===== config.mk =====
export PLATFORM = sky130hd
export DESIGN_NAME = keypad_scan_long_press
export DESIGN_NICKNAME = d
export VERILOG_FILES = /design/src/rtl/core/kls_pkg.sv /design/src/rtl/core/kls_in_stage.sv /design/src/rtl/core/kls_scan_core.sv /design/src/rtl/core/kls_out_stage.sv /design/src/rtl/core/keypad_scan_long_press.sv
export SDC_FILE = /design/constraint.sdc
export NUM_CORES = 1
export LEC_CHECK = 0
export BUFFER_PORTS_ARGS = -buffer_cell sky130_fd_sc_hd__buf_2
export CELL_PAD_IN_SITES_DETAIL_PLACEMENT = 1
export CELL_PAD_IN_SITES_GLOBAL_PLACEMENT = 2
export CORE_MARGIN = 2
export CORE_UTILIZATION = 34
export DETAILED_ROUTE_END_ITERATION = 16
export MAX_ROUTING_LAYER = met4
export PLACE_DENSITY_LB_ADDON = 0.15
export SYNTH_ARGS = -nofsm -noshare
export SYNTH_HDL_FRONTEND = slang
export SYNTH_HIERARCHICAL = 1
export SYNTH_SLANG_ARGS = --single-unit

===== constraint.sdc =====
create_clock -name clk_i -period 2.4 [get_ports clk_i]
set_input_delay 0.24 -clock clk_i [delete_from_list [all_inputs] [get_ports clk_i]]
set_output_delay 0.24 -clock clk_i [all_outputs]
set_load 0.05 [all_outputs]

===== src/rtl/core/kls_pkg.sv =====
// Shared types and constants of the keypad scanner with long-press detection.
package kls_pkg;

  // Fixed field widths.
  localparam int unsigned ColW    = 4;
  localparam int unsigned DriveW  = 4;
  localparam int unsigned KeyIdxW = 2;
  localparam int unsigned TickW   = 10;

  // Tick counter saturation value.
  localparam logic [TickW-1:0] TickMax = '1;

  // Reset values of the threshold registers.
  localparam logic [TickW-1:0] ShortMinRst = 10'd3;
  localparam logic [TickW-1:0] LongMinRst  = 10'd100;

  // Default keypad geometry.
  localparam int unsigned DefRows    = 4;
  localparam int unsigned DefColumns = 4;

  // Configuration register indexes.
  localparam int unsigned CfgIdxW = 2;
  localparam logic [CfgIdxW-1:0] CfgShortMin = 2'd0;
  localparam logic [CfgIdxW-1:0] CfgLongMin  = 2'd1;

  // One result word.
  typedef struct packed {
    logic [DriveW-1:0]  row_drive;
    logic               key_valid;
    logic [KeyIdxW-1:0] key_row;
    logic [KeyIdxW-1:0] key_column;
    logic               long_press;
  } res_t;

endpackage


===== src/rtl/core/kls_in_stage.sv =====
// Input register that holds one column sample word until the core takes it.
module kls_in_stage
  import kls_pkg::*;
(
  input  logic            clk_i,
  input  logic            rst_ni,
  input  logic            in_valid_i,
  output logic            in_ready_o,
  input  logic [ColW-1:0] cols_i,
  input  logic            pop_i,
  output logic            valid_o,
  output logic [ColW-1:0] cols_o
);

  logic            valid_q, valid_d;
  logic [ColW-1:0] cols_q;

  // A new word may enter when the stage is empty or drains this cycle.
  assign in_ready_o = !valid_q || pop_i;

  always_comb begin
    valid_d = valid_q;
    if (in_ready_o) begin
      valid_d = in_valid_i;
    end
  end

  always_ff @(posedge clk_i or negedge rst_ni) begin
    if (!rst_ni) begin
      valid_q <= 1'b0;
    end else begin
      valid_q <= valid_d;
    end
  end

  // Sample payload; no reset needed.
  always_ff @(posedge clk_i) begin
    if (in_valid_i && in_ready_o) begin
      cols_q <= cols_i;
    end
  end

  assign valid_o = valid_q;
  assign cols_o  = cols_q;

endmodule


===== src/rtl/core/kls_scan_core.sv =====
// Scan state, threshold registers and the per-tick update and classification.
module kls_scan_core
  import kls_pkg::*;
#(
  parameter int unsigned ROWS    = DefRows,
  parameter int unsigned COLUMNS = DefColumns
) (
  input  logic               clk_i,
  input  logic               rst_ni,
  input  logic               cfg_we_i,
  input  logic [CfgIdxW-1:0] cfg_index_i,
  input  logic [TickW-1:0]   cfg_data_i,
  input  logic               step_i,
  input  logic [ColW-1:0]    cols_i,
  output res_t               res_o
);

  localparam int unsigned RowW    = $clog2(ROWS);
  localparam int unsigned NumCols = (COLUMNS < ColW) ? COLUMNS : ColW;

  logic [TickW-1:0]   short_min_q, long_min_q;
  logic [RowW-1:0]    scan_row_q, scan_row_d;
  logic               holding_q, holding_d;
  logic [RowW-1:0]    held_row_q, held_row_d;
  logic [KeyIdxW-1:0] held_col_q, held_col_d;
  logic [TickW-1:0]   ticks_q, ticks_d;

  logic               found;
  logic [KeyIdxW-1:0] found_col;
  logic [RowW-1:0]    drive_row;
  logic               key_low;
  logic               is_short, is_long;

  // Threshold registers.
  always_ff @(posedge clk_i or negedge rst_ni) begin
    if (!rst_ni) begin
      short_min_q <= ShortMinRst;
      long_min_q  <= LongMinRst;
    end else if (cfg_we_i) begin
      case (cfg_index_i)
        CfgShortMin: short_min_q <= cfg_data_i;
        CfgLongMin:  long_min_q  <= cfg_data_i;
        default: ;
      endcase
    end
  end

  // Lowest low column wins: search from the top down so the last hit is the lowest.
  always_comb begin
    found     = 1'b0;
    found_col = '0;
    for (int c = NumCols - 1; c >= 0; c--) begin
      if (!cols_i[c]) begin
        found     = 1'b1;
        found_col = KeyIdxW'(c);
      end
    end
  end

  assign drive_row = holding_q ? held_row_q : scan_row_q;
  assign key_low   = !cols_i[held_col_q];
  assign is_short  = (ticks_q > short_min_q) && (ticks_q < long_min_q);
  assign is_long   = ticks_q > long_min_q;

  // Next state and result for one tick.
  always_comb begin
    scan_row_d = scan_row_q;
    holding_d  = holding_q;
    held_row_d = held_row_q;
    held_col_d = held_col_q;
    ticks_d    = ticks_q;

    res_o = '0;
    for (int b = 0; b < DriveW; b++) begin
      res_o.row_drive[b] = (b < ROWS) && (b != int'(drive_row));
    end

    if (!holding_q) begin
      if (found) begin
        holding_d  = 1'b1;
        held_row_d = scan_row_q;
        held_col_d = found_col;
        ticks_d    = '0;
      end else if (scan_row_q == RowW'(ROWS - 1)) begin
        scan_row_d = '0;
      end else begin
        scan_row_d = scan_row_q + 1'b1;
      end
    end else if (key_low) begin
      if (ticks_q != TickMax) begin
        ticks_d = ticks_q + 1'b1;
      end
    end else begin
      // Release: classify the press and restart the scan at row 0.
      if (is_short || is_long) begin
        res_o.key_valid  = 1'b1;
        res_o.long_press = !is_short;
        res_o.key_row    = KeyIdxW'(held_row_q);
        res_o.key_column = held_col_q;
      end
      holding_d  = 1'b0;
      scan_row_d = '0;
    end
  end

  always_ff @(posedge clk_i or negedge rst_ni) begin
    if (!rst_ni) begin
      scan_row_q <= '0;
      holding_q  <= 1'b0;
      held_row_q <= '0;
      held_col_q <= '0;
      ticks_q    <= '0;
    end else if (step_i) begin
      scan_row_q <= scan_row_d;
      holding_q  <= holding_d;
      held_row_q <= held_row_d;
      held_col_q <= held_col_d;
      ticks_q    <= ticks_d;
    end
  end

endmodule


===== src/rtl/core/kls_out_stage.sv =====
// Result register that holds one result word until the consumer takes it.
module kls_out_stage
  import kls_pkg::*;
(
  input  logic clk_i,
  input  logic rst_ni,
  input  logic push_i,
  input  res_t res_i,
  output logic can_push_o,
  output logic out_valid_o,
  input  logic out_ready_i,
  output res_t res_o
);

  logic valid_q, valid_d;
  res_t res_q;

  // Room for a new word when empty or when the held word leaves this cycle.
  assign can_push_o = !valid_q || out_ready_i;

  always_comb begin
    valid_d = valid_q;
    if (push_i) begin
      valid_d = 1'b1;
    end else if (out_ready_i) begin
      valid_d = 1'b0;
    end
  end

  always_ff @(posedge clk_i or negedge rst_ni) begin
    if (!rst_ni) begin
      valid_q <= 1'b0;
    end else begin
      valid_q <= valid_d;
    end
  end

  always_ff @(posedge clk_i) begin
    if (push_i) begin
      res_q <= res_i;
    end
  end

  assign out_valid_o = valid_q;
  assign res_o       = res_q;

endmodule


===== src/rtl/core/keypad_scan_long_press.sv =====
// Top level of the matrix keypad scanner with short and long press detection.
// Each input word is one scan tick carrying the active-low column sample of the
// row that was driven; each accepted word yields exactly one result word with the
// row drive pattern for that tick and, on a key release classified as short or long,
// the key's row and column and whether the press was long. The block takes one word
// per clock cycle while the result side does not stall it; each word passes through
// the input register and then the result register, with the state update between
// them. Backpressure on the result side stalls the input only once the result
// register is full and not being drained. The threshold registers (index 0: short
// minimum, index 1: long minimum) are always ready and should be written while idle.
module keypad_scan_long_press
  import kls_pkg::*;
#(
  parameter int unsigned ROWS    = DefRows,
  parameter int unsigned COLUMNS = DefColumns
) (
  input  logic               clk_i,
  input  logic               rst_ni,
  input  logic               in_valid_i,
  output logic               in_ready_o,
  input  logic [ColW-1:0]    column_lines_i,
  output logic               out_valid_o,
  input  logic               out_ready_i,
  output logic [DriveW-1:0]  row_drive_o,
  output logic               key_valid_o,
  output logic [KeyIdxW-1:0] key_row_o,
  output logic [KeyIdxW-1:0] key_column_o,
  output logic               long_press_o,
  input  logic               cfg_valid_i,
  output logic               cfg_ready_o,
  input  logic [CfgIdxW-1:0] cfg_index_i,
  input  logic [TickW-1:0]   cfg_data_i
);

  logic            stage_valid;
  logic [ColW-1:0] stage_cols;
  logic            can_push;
  logic            step;
  res_t            core_res;
  res_t            out_res;

  // A tick is processed when a sample is held and the result register has room.
  assign step        = stage_valid && can_push;
  assign cfg_ready_o = 1'b1;

  kls_in_stage u_in_stage (
    .clk_i      (clk_i),
    .rst_ni     (rst_ni),
    .in_valid_i (in_valid_i),
    .in_ready_o (in_ready_o),
    .cols_i     (column_lines_i),
    .pop_i      (step),
    .valid_o    (stage_valid),
    .cols_o     (stage_cols)
  );

  kls_scan_core #(
    .ROWS    (ROWS),
    .COLUMNS (COLUMNS)
  ) u_scan_core (
    .clk_i       (clk_i),
    .rst_ni      (rst_ni),
    .cfg_we_i    (cfg_valid_i && cfg_ready_o),
    .cfg_index_i (cfg_index_i),
    .cfg_data_i  (cfg_data_i),
    .step_i      (step),
    .cols_i      (stage_cols),
    .res_o       (core_res)
  );

  kls_out_stage u_out_stage (
    .clk_i       (clk_i),
    .rst_ni      (rst_ni),
    .push_i      (step),
    .res_i       (core_res),
    .can_push_o  (can_push),
    .out_valid_o (out_valid_o),
    .out_ready_i (out_ready_i),
    .res_o       (out_res)
  );

  // Result word onto the output ports.
  assign row_drive_o  = out_res.row_drive;
  assign key_valid_o  = out_res.key_valid;
  assign key_row_o    = out_res.key_row;
  assign key_column_o = out_res.key_column;
  assign long_press_o = out_res.long_press;

endmodule

==> Yosys cells after proc, flatten, opt, wreduce, memory -nomap -nowiden <==
Index checks and enable logic that the tools add are counted.
{ "classes": {"add_sub_neg": 2, "muxes": 25, "bitwise": 1, "n_reduce_logical": 20, "eq_ne": 10, "magnitude_cmp": 4} }
{ "ops": {"columns": ["cell", "n"], "rows": [
  ["10-bit two-way mux", 4],
  ["10-bit > comparator", 2],
  ["2-bit two-way mux", 9],
  ["10-bit by 1-bit adder with 10-bit output (second input constant)", 1],
  ["10-bit < comparator", 1],
  ["1-bit two-way mux", 10],
  ["10-bit != test (second input constant)", 1],
  ["3-bit AND reduction", 3],
  ["6-bit two-way mux", 1],
  ["2-bit != test (second input constant)", 3],
  ["2-bit AND reduction", 3],
  ["2-bit nonzero test", 3],
  ["2-bit != test (first input constant)", 2],
  ["4-bit AND reduction", 1],
  ["1-bit logical AND", 3],
  ["1-bit zero test", 3],
  ["1-bit logical OR", 3],
  ["2-bit by 3-bit < comparator with 1-bit output (second input constant)", 1],
  ["2-bit by 1-bit adder with 2-bit output (second input constant)", 1],
  ["1-bit binary-select mux with 2-bit select", 1],
  ["2-bit by 1-bit == test with 1-bit output (second input constant)", 1],
  ["2-bit == test (second input constant)", 1],
  ["2-bit zero test", 1],
  ["1-bit by 2-bit != test with 1-bit output (first input constant)", 1],
  ["other kinds (2)", 2]
]} }
{ "totals": {"register_bits": 53, "wordCells": 77, "output_inout_bits": 13, "input_bits": 21} }

==> Logic depth before layout (Yosys ltp) <==
{ "logic_depth": {"depth_word": 6, "mapped_depth": 8} }

==> By module <==
Netlist, hierarchy kept.
{ "by_module_without_submodules": {"columns": ["mod", "area_each_um2", "cells_per_inst", "seq_area_each_um2", "instances"], "rows": [
  ["kls_scan_core", 2279.7, 247, 932.1, 1],
  ["kls_out_stage", 347.8, 13, 325.3, 1],
  ["kls_in_stage", 173.9, 8, 145.1, 1],
  ["keypad_scan_long_press", 17.5, 3, 0.0, 1]
]} }

==> Worst setup path after synthesis <==
OpenSTA, ideal clock, no wires.
{ "synth_path": {"path_kind": "reg2reg", "from": "register u_scan_core.long_min_q[5]", "to": "register u_out_stage.res_q, in the netlist u_out_stage/res_o[5], data pin", "arrival_ns": 1.882, "path_stages_with_launch": 8, "slack_ns": 0.241, "cell_sequence": "dfstp_2 -> inv_1 -> ha_1 -> a21oi_1 -> o21ai_0 -> a2111oi_0 -> nor3b_1 -> o21bai_1"} }
{ "synth_between": {"elab_chain_len": 4} }
{ "synth_lines": {"columns": ["element", "line", "rtl"], "rows": [
  ["start, declared", "kls_scan_core.sv:21", "logic [TickW-1:0] short_min_q, long_min_q;"],
  ["start signal, assigned", "kls_scan_core.sv:38", "long_min_q <= LongMinRst;"],
  ["start signal, assigned", "kls_scan_core.sv:42", "CfgLongMin: long_min_q <= cfg_data_i;"],
  ["10-bit < comparator", "kls_scan_core.sv:62", "assign is_short = (ticks_q > short_min_q) && (ticks_q < long_min_q);"],
  ["1-bit logical AND", "kls_scan_core.sv:62", null],
  ["1-bit logical OR *", "kls_scan_core.sv:95", "if (is_short || is_long) begin"],
  ["6-bit two-way mux *", "kls_scan_core.sv:95", null],
  ["end signal, assigned", "kls_out_stage.sv:40", "res_q <= res_i;"],
  ["end, declared", "kls_out_stage.sv:16", "res_t res_q;"]
]} }
Mark *: on every way between the ends. The rest lies on a longest branch, timed or not.
A chain may end at the register's enable or synchronous reset.

==> Final worst setup path <==
{ "layout_path": {"from": "register u_in_stage.cols_q[0], in the netlist u_in_stage/cols_o[0]", "to": "register u_scan_core.ticks_q[9]"} }
{ "layout_between": {"elab_chain_len": 4} }
{ "layout_lines": {"columns": ["element", "line", "rtl"], "rows": [
  ["start, declared", "kls_in_stage.sv:16", "logic [ColW-1:0] cols_q;"],
  ["start signal, assigned", "kls_in_stage.sv:39", "cols_q <= cols_i;"],
  ["1-bit binary-select mux with 2-bit select", "kls_scan_core.sv:61", "assign key_low = !cols_i[held_col_q];"],
  ["1-bit two-way mux (implied by the code)", "kls_scan_core.sv:61", null],
  ["2-bit != test (no line)", null, null],
  ["4-bit AND reduction (no line) *", null, null],
  ["end signal, assigned", "kls_scan_core.sv:118", "ticks_q <= ticks_d;"],
  ["end, declared", "kls_scan_core.sv:26", "logic [TickW-1:0] ticks_q, ticks_d;"]
]} }
Mark *: on every way between the ends. The rest lies on a longest branch, timed or not. The select of a mux whose other input is x is not followed.

==> flow_summary.json <==
{
  "cp_top_family": "multiplexers",
  "fin_worst_skew_ns": 0.00682,
  "place_inst": 417,
  "drive_above_1_share_pct": 25.3,
  "synth_xor_area_share_pct": 0,
  "fin_nets": 362,
  "critPathLaunch": "u_in_stage/cols_o[0]",
  "layout_commonest_cell": "nand2_1",
  "vias": 2142,
  "cts_sinks": 53,
  "numCtsBuffers": 5,
  "worstPathRequired_ns": 2.57,
  "vdd_ir_drop_max_mv": 0.263,
  "finalWirelength_um": 6870,
  "max_freq_mhz": 440,
  "die_h_um": 95.1,
  "synth_edf_count": 14,
  "routed.top_layer": "met4",
  "root_buffer": "clkbuf_8",
  "power.switching_w": 0.00105,
  "pwr-share-comb_pct": 36.4,
  "insertion_delay_ns": 0.30,
  "p_per_area_nw_per_um2": 842,
  "cts_tree": "yes",
  "p_leak_nw": 1.47,
  "syn_area_sq_um": 2820,
  "synth.ff_latch_count": 53,
  "maxCapViolations": 0,
  "yosys_most_used_dff": "dfrtp_1",
  "synth_area_per_cell_sq_um": 10.4,
  "wl_met2_um": 3450,
  "grt_pass1_vias": 2338,
  "drc_errors": 0,
  "cp.arrival_ns": 2.44,
  "p_sw_share_pct": 37.8,
  "coreArea_sq_um": 8130,
  "grt_max_degree": 40,
  "vias_per_cell": 5.04,
  "worstMarginPinSlew_ns": 0.939,
  "fin_crit_sh_pct": 94.6,
  "finalWeightedCongestion": 0.748,
  "stdcell_count": 425,
  "finalMaxSlewViolations": 0,
  "cp-start-kind": "flop",
  "r2r_setup_slack_ns": 0.13,
  "syn_to_final_growth_pct": 17.1,
  "first_iter_violations": 86,
  "clkTransAtPathRegs_ns": 0.10,
  "seqPwrFrac_pct": 46.0,
  "grt_pass1_wl_um": 11600,
  "grtUsageTotal_pct": 17.4,
  "wl_met3_um": 145,
  "p_int_w": 0.00173,
  "slew_headroom_pct": 37.4,
  "first_pass_iters": 4,
  "cts.path.max_buffers": 2,
  "crit_slowest_cell": "mux4_2",
  "rr_worst_depth": 6,
  "antenna_left": 0,
  "pwr-share-clk_pct": 17.6,
  "io_buffers": 32,
  "wl_met1_um": 3230,
  "synth-simple-area-share_pct": 17.3,
  "die_w_um": 95.1,
  "status": "finished clean",
  "timing.rr.end": "u_scan_core/ticks_q[9]",
  "crit_path_max_incr_delay_ns": 0.52,
  "fillers": 944,
  "finalHoldViolations": 0,
  "place_hpwl_um": 5180,
  "timing.final.ws_setup_ns": 0.130,
  "multi_input_area_sq_um": 1300,
  "synth_cell_types": 46,
  "rows": 33,
  "crit_end": "u_scan_core/ticks_q[9]",
  "r2r-start": "u_in_stage/cols_o[0]",
  "fin_tns_setup_ns": 0,
  "worstSetupPathDepth": 6,
  "synth_compound_area_share_pct": 12.4,
  "final_cell_mix": "nand2_1 (35), dfrtp_1 (34), buf_2 (32), inv_1 (26), o21ai_0 (23)",
  "whs_ns": 0.0813,
  "crit_fanout": 11,
  "syn-instance-count": 271,
  "cts.htree.levels": 2,
  "io-pin-count": 34,
  "synth_top_family_by_area": "simple AND/OR/NAND/NOR gates",
  "yosysSeqAreaShare_pct": 49.8,
  "synthArstFlopShare_pct": 73.6,
  "path_cells": "mux4_2 -> mux2i_4 -> o311ai_2 -> buf_4 -> o41ai_1 -> a21oi_1",
  "muxShareOfSynthArea_pct": 5.99,
  "num_antenna_cells": 0,
  "antenna_found_initial": 0,
  "ys_warn_count": 6,
  "grt.overflow.total": 0,
  "fin_crit_ns": 2.27,
  "path_buf_inv": 1,
  "synth_nets": 314,
  "wire_per_inst_um": 16.2,
  "end_kind": "flop",
  "rsz0062_at_grt": "false",
  "crit_type": "reg -> reg",
  "setup_viol": 0,
  "seq_area_sq_um": 1400,
  "dieArea_sq_um": 9040,
  "place_ws_ns": 0.0356,
  "synthAdderAreaFrac_pct": 9.76,
  "cts_hold_buf": 0,
  "start_util_pct": 34.7,
  "hp-class": "in -> async"
}
## state kept, by name, summed over array words and instances, names as in the netlist, 2 cells and up
| name | count |
|---|---|
| u_in_stage/cols_o | 4 |
| u_scan_core/short_min_q | 10 |
| u_scan_core/held_row_q | 2 |
| u_scan_core/scan_row_q | 2 |
| u_out_stage/res_o | 10 |
| u_scan_core/long_min_q | 10 |
| u_scan_core/ticks_q | 10 |
| u_scan_core/held_col_q | 2 |
## cells by family after synthesis
logic type | after synthesis
other | 1
and+or+nand+nor | 92
DFF | 53
muxes | 13
AOI/OAI and AO/OA | 56
adders and majority gates | 22
buffers and inverters | 34
## how the worst min path moves through the flow
stage / start / end / slack (ns) / depth (start not counted)
2_1_floorplan: rst_ni / u_in_stage/valid_o / -0.06 / 0
3_3_place_gp: column_lines_i[0] / u_in_stage/cols_o[0] / 0.42 / 1
3_5_place_dp: column_lines_i[2] / u_in_stage/cols_o[2] / 0.42 / 1
4_1_cts: column_lines_i[2] / u_in_stage/cols_o[2] / 0.1 / 1
5_1_grt: column_lines_i[2] / u_in_stage/cols_o[2] / 0.09 / 1
6_report: rst_ni / u_scan_core/long_min_q[3] / 0.08 / 1
## metrics by stage
step	instance area, sq um	util (%)	total power, W
global placement	3220	39.5	0.00229
CTS	3300	40.5	0.00284
global route	3300	40.6	0.00303
floorplan	2820	-	0.00195
detailed placement	3220	39.5	0.00232
finish	3300	40.6	0.00278
## power by group through the flow
stage	registers, W	logic, W	clock network [W]
2_1_floorplan	0.00136	0.000589	0
3_3_place_gp	0.00130	0.000998	0
3_5_place_dp	0.00130	0.00102	0
4_1_cts	0.00128	0.00103	0.000521
5_1_grt	0.00131	0.00115	0.000565
6_report	0.00128	0.00101	0.000489
## worst reg2reg max path, cell delays in order, from the launching register on
cell and delay (ns):
edfxtp_1 0.46, mux4_2 0.52, mux2i_4 0.22, o311ai_2 0.19, buf_4 0.24, o41ai_1 0.38
a21oi_1 0.12
## final cells by class
| cell class | count | area share [%] |
|---|---|---|
| Tap cell | 105 | 3.98 |
| Sequential cell | 53 | 42.5 |
| Multi-Input combinational cell | 184 | 39.4 |
| Clock buffer | 7 | 2.31 |
| Inverter | 26 | 2.96 |
| Clock inverter | 1 | 0.114 |
| Timing Repair Buffer | 49 | 8.72 |
## timing repair
action,in CTS,in global routing
setup buffers,0,0
gates resized for setup,0,2
endpoints found under the setup margin,0,5
## metal layers
metal	vias up	track usage, %
met5	-	-
met4	0	3.62
met3	4	2.85
met2	24	29.1
met1	1056	22.3
li1	1058	-
## cell usage after synthesis, types with 4 or more instances
library cell / n / share of area (%)
dfrtp_1: 34 / 30
nand2_1: 35 / 4.7
inv_1: 26 / 3.5
dfstp_2: 5 / 4.7
clkbuf_1: 6 / 0.80
nand3_1: 9 / 1.6
nand2b_1: 6 / 1.3
nor2_1: 8 / 1.1
ha_1: 22 / 9.8
nand4_1: 7 / 1.6
o21ai_0: 23 / 4.1
edfxtp_1: 14 / 15
a21oi_1: 10 / 1.8
o2bb2ai_1: 4 / 1.2
mux2_2: 11 / 4.4
a22o_1: 4 / 1.2
Note: power is estimated with default switching activity, not from simulation.
